<file path="config.mk">
export PLATFORM = sky130hd
export DESIGN_NAME = dpc_ctrl
export DESIGN_NICKNAME = d
export VERILOG_FILES = /design/src/sv/dpc_pkg.sv /design/src/sv/dpc_ctrl.sv
export SDC_FILE = /design/constraint.sdc
export NUM_CORES = 1
export LEC_CHECK = 0
export ABC_AREA = 1
export BUFFER_PORTS_ARGS = -buffer_cell sky130_fd_sc_hd__buf_2
export CAP_MARGIN = 20
export CORE_AREA = 2 2 39 41
export DETAILED_ROUTE_END_ITERATION = 10
export DIE_AREA = 0 0 41 43
export GPL_TIMING_DRIVEN = 0
export HOLD_SLACK_MARGIN = 0.05
export PLACE_DENSITY_LB_ADDON = 0.12
export SLEW_MARGIN = 20
export SYNTH_ARGS = -nofsm -noshare
export SYNTH_HDL_FRONTEND = slang
export SYNTH_SLANG_ARGS = --single-unit
export TNS_END_PERCENT = 30
</file>
<file path="constraint.sdc">
create_clock -name clk -period 0.95 [get_ports clk]
set_input_delay 0.0475 -clock clk [delete_from_list [all_inputs] [get_ports clk]]
set_output_delay 0.0475 -clock clk [all_outputs]
set_load 0.02 [all_outputs]
</file>
<file path="src/sv/dpc_pkg.sv">
// Shared constants and command/status types for the staircase counter.
// Used by dpc_ctrl, dpc_datapath and distinct_partition_counter_top.
package dpc_pkg;

  localparam int MAX_CUBES = 512;
  localparam int N_W       = 10;
  localparam int CNT_W     = 48;
  localparam int DEPTH     = MAX_CUBES + 1;
  localparam int ADDR_W    = $clog2(DEPTH);

  localparam logic [CNT_W-1:0] CNT_CAP = {CNT_W{1'b1}};

  // Controller to datapath.
  typedef struct packed {
    logic load;       // latch cube count, reset counters
    logic clr_write;  // write one table entry of the clearing pass
    logic upd_issue;  // read s and s-k, step s down
    logic k_next;     // close a pass: next part, s back to n
    logic fin_read;   // read the entry for n
    logic res_load;   // capture the result into the output register
  } dpc_cmd_t;

  // Datapath to controller.
  typedef struct packed {
    logic too_big;
    logic clr_done;
    logic n_zero;
    logic last_issue;
    logic last_pass;
  } dpc_status_t;

endpackage

</file>
<file path="src/sv/dpc_ctrl.sv">
// Sequencer of the staircase counter: clearing pass, table passes,
// final read and output handshake. Depends on dpc_pkg.
module dpc_ctrl (
  input  logic                  clk,
  input  logic                  rst,
  input  logic                  in_valid,
  output logic                  in_ready,
  output logic                  out_valid,
  input  logic                  out_ready,
  input  dpc_pkg::dpc_status_t  status,
  output dpc_pkg::dpc_cmd_t     cmd
);

  typedef enum logic [6:0] {
    S_IDLE  = 7'b0000001,
    S_CLEAR = 7'b0000010,
    S_PASS  = 7'b0000100,
    S_DRAIN = 7'b0001000,
    S_READN = 7'b0010000,
    S_DONE  = 7'b0100000,
    S_SPARE = 7'b1000000
  } state_t;

  state_t state;
  state_t state_next;
  logic   out_valid_next;

  always_comb begin
    state_next = state;
    cmd        = '0;
    in_ready   = 1'b0;
    case (state)
      S_IDLE: begin
        in_ready = 1'b1;
        if (in_valid) begin
          cmd.load   = 1'b1;
          state_next = S_CLEAR;
        end
      end
      S_CLEAR: begin
        if (status.too_big) begin
          state_next = S_DONE;
        end else begin
          cmd.clr_write = 1'b1;
          if (status.clr_done) begin
            state_next = status.n_zero ? S_READN : S_PASS;
          end
        end
      end
      S_PASS: begin
        cmd.upd_issue = 1'b1;
        if (status.last_issue) begin
          state_next = S_DRAIN;
        end
      end
      S_DRAIN: begin
        // pause here so the last write-back lands before the next reads
        cmd.k_next = 1'b1;
        state_next = status.last_pass ? S_READN : S_PASS;
      end
      S_READN: begin
        cmd.fin_read = 1'b1;
        state_next   = S_DONE;
      end
      S_DONE: begin
        if (!out_valid || out_ready) begin
          cmd.res_load = 1'b1;
          state_next   = S_IDLE;
        end
      end
      default: begin
        state_next = S_IDLE;
      end
    endcase
  end

  always_comb begin
    out_valid_next = out_valid;
    if (cmd.res_load) begin
      out_valid_next = 1'b1;
    end else if (out_ready) begin
      out_valid_next = 1'b0;
    end
  end

  always_ff @(posedge clk) begin
    if (rst) begin
      state     <= S_IDLE;
      out_valid <= 1'b0;
    end else begin
      state     <= state_next;
      out_valid <= out_valid_next;
    end
  end

  a_one_request: assert property (@(posedge clk) disable iff (rst)
    in_valid && in_ready |=> !in_ready)
    else $error("second request taken while one is in work");

  a_no_overwrite: assert property (@(posedge clk) disable iff (rst)
    cmd.res_load |-> (!out_valid || out_ready))
    else $error("result register overwritten before it was taken");

  a_done_holds: assert property (@(posedge clk) disable iff (rst)
    (state == S_DONE) && out_valid && !out_ready |=> (state == S_DONE))
    else $error("finished request left while output was stalled");

endmodule

</file>
==> run metrics <==
Slew Limit Fails 0; Rows 14; synth warn 0; Post-DP HPWL 897 um; number of synthesized flops with an enable pin 0; number of fill cells 167; Arrival @ worst endpoint 1250 ps; placed cell area 607 um2; Synth top area share 28.0%; Max H-tree Level 1; Metal-1 WL 468 um; grt total ovfl 0; Slew HR 81.7%; Vias/cell 4.55; post-DR wirelength/cell ~9 um; Worst-Margin Slew approximately 270 ps; kind of critical path reg -> out; initial antenna violation count 0; WL met2 approximately 570 um; Initial DRT Pass Iterations 2; maxcap violations 0; Synth top cells by count 17 x nor2_1, 14 x inv_1, 12 x nand2_1; Clk Latency, worst-skew pair 240 ps; Main synth FF type dfxtp_1; drt total wl 1.09 mm; Vias 541; Clk pin slew, worst setup/hold paths 50 ps; most frequent cell after synthesis nor2_1; syn nets 88; CP max FO 3; Worst Skew 1.11 ps; startpoint types register; CTS Sinks 7; I/O pins 17; period utilisation layout 136%; first-pass GRT wire length between 1.5 and 2 mm; Antenna Nets Post-Route 0; total power around 1.1 mW; width of the die about 41 um; nets about 110; Leak Pwr 0.390 nW; maximum number of pins on one net before global-route repair 8; TritonCTS clock tree yes; DRC 0; unrepaired setup endpoints after global routing yes; area leader, netlist dfxtp_1; GR Util All Layers 15.6%; Final Non-Filler Cells 119; top sig layer met3; critical path launch point state[0]; total CTS buffers 3; R2R Path Start state[5]; Final GP Congestion 0.816; Yosys reg bits 7; Critical Path RT 900 ps; dpl cells 111; Starting Density 36.2%; Mapped Cells 79; largest cells by area after synthesis dfxtp_1 28%, nor2_1 13%, inv_1 11%; clk buf depth 2; Tightest Hold Check Type in -> reg; failing checks setup timing; minimum clock period approximately 1300 ps; share of synthesized flip-flops with an asynchronous set or reset 0%; clock tree root driver cell clkbuf_4; library cells used by synthesis 14; core area about 1400 um2; final setup vio count 13; via count of the first global-routing pass 490; Post-Syn Area 500 um2; Fin. Hold Viols 0; Worst Min Path Start status[3]; PnR worst setup slack -346 ps; synthesized area per cell 6.34 um2; WL met3 53 um; ANT cells 0; DRT iter0 DRCs 2; Power Dens Cells 1530 nW/um2; Final Util 51.2%; area grow syn2layout 41.5%; layout cells sized above 1 between 50 and 60%; Die Span Y roughly 43 um; Seq/Total Area, Yosys between 20 and 30%; Hold Slack roughly 120 ps; Peak VDD IR between 0.8 and 0.9 mV; quantity of I/O buffers inserted on ports 16; Fmax 0.772 GHz; design area 708 um2; status complete, but fails checks; CP Capture Type primary output; die footprint 1760 um2
[cell usage in the layout, fill, tap and decap left out, types with 2 or more instances in the layout]
cell	count
nor2_1	15
nor2_2	4
buf_2	12
buf_6	2
inv_2	4
nand4_1	5
nand2_1	10
inv_1	12
buf_4	6
nand3_2	4
dfxtp_2	6
nand3_1	5
clkbuf_4	3
nor2_4	5
nand2_2	5
[state kept, by name (all words and copies together) (netlist names)]
| register | count |
|---|---|
| out_valid | 1 |
| state | 6 |
[where the power goes]
group          internal, mW  switching (mW)
clock network         0.159          0.0976
registers             0.330          0.0312
logic                 0.193           0.272
total                 0.682           0.400
[final cells by class]
| cell class | count | area, um2 | share of cell area (%) |
|---|---|---|---|
| timing repair buffer | 20 | 130 | 18.4 |
| tap | 16 | 20.0 | 2.83 |
| sequential | 7 | 151 | 21.4 |
| buffer | 1 | 7.51 | 1.06 |
| clock buffer | 4 | 26.3 | 3.71 |
| multi-input combinational | 55 | 313 | 44.2 |
| inverter | 16 | 60.1 | 8.48 |
[logic make-up (layout without fill, tap and decap cells)]
group | count (synthesis) | in the layout | synth area share [%]
and+or+nand+nor | 53 | 53 | 56.5
buffers and inverters | 17 | 41 | 13.5
AOI/OAI and AO/OA | 2 | 2 | 2.00
DFF | 7 | 7 | 28.0
[stage by stage]
| step | setup WS, ps | setup TNS [ps] |
|---|---|---|
| final | -346 | -3040 |
| after global routing | -402 | -4140 |
| after CTS | -349 | -3350 |
| after detailed placement | -196 | -1460 |
| after global placement | -177 | -1340 |
| after floorplan | -142 | -508 |
[worst paths after layout]
| check | depth (start not counted) | endpoint | slack [ps] |
|---|---|---|---|
| min reg2reg | 2 | state[2] | 530 |
| min | 4 | state[1] | 120 |
| max | 4 | cmd[3] | -350 |
| max reg2reg | 7 | state[0] | -240 |
[metal layers]
layer  GRT usage [%]  vias to the layer above
met5               0                        -
met4            2.00                        0
met3            9.42                        0
met2            23.8                        9
met1            18.9                      239
li1                -                      293
[critical path, cell delays in order (launching register included)]
cell     delay [ps]
dfxtp_2         330
nor2_1          240
nand3_1         160
inv_1           100
buf_2           160
[repair_timing]
action / 4_1_cts / 5_1_grt
setup buffers: 3 / 0
gates resized for setup: 15 / 3
setup endpoints to repair: 14 / 14
gates cloned: 0 / 0
hold endpoints to repair: 4 / 0
pin swaps: 7 / 2
hold buffers: 1 / 0
Power figures use the tool's default switching activity.
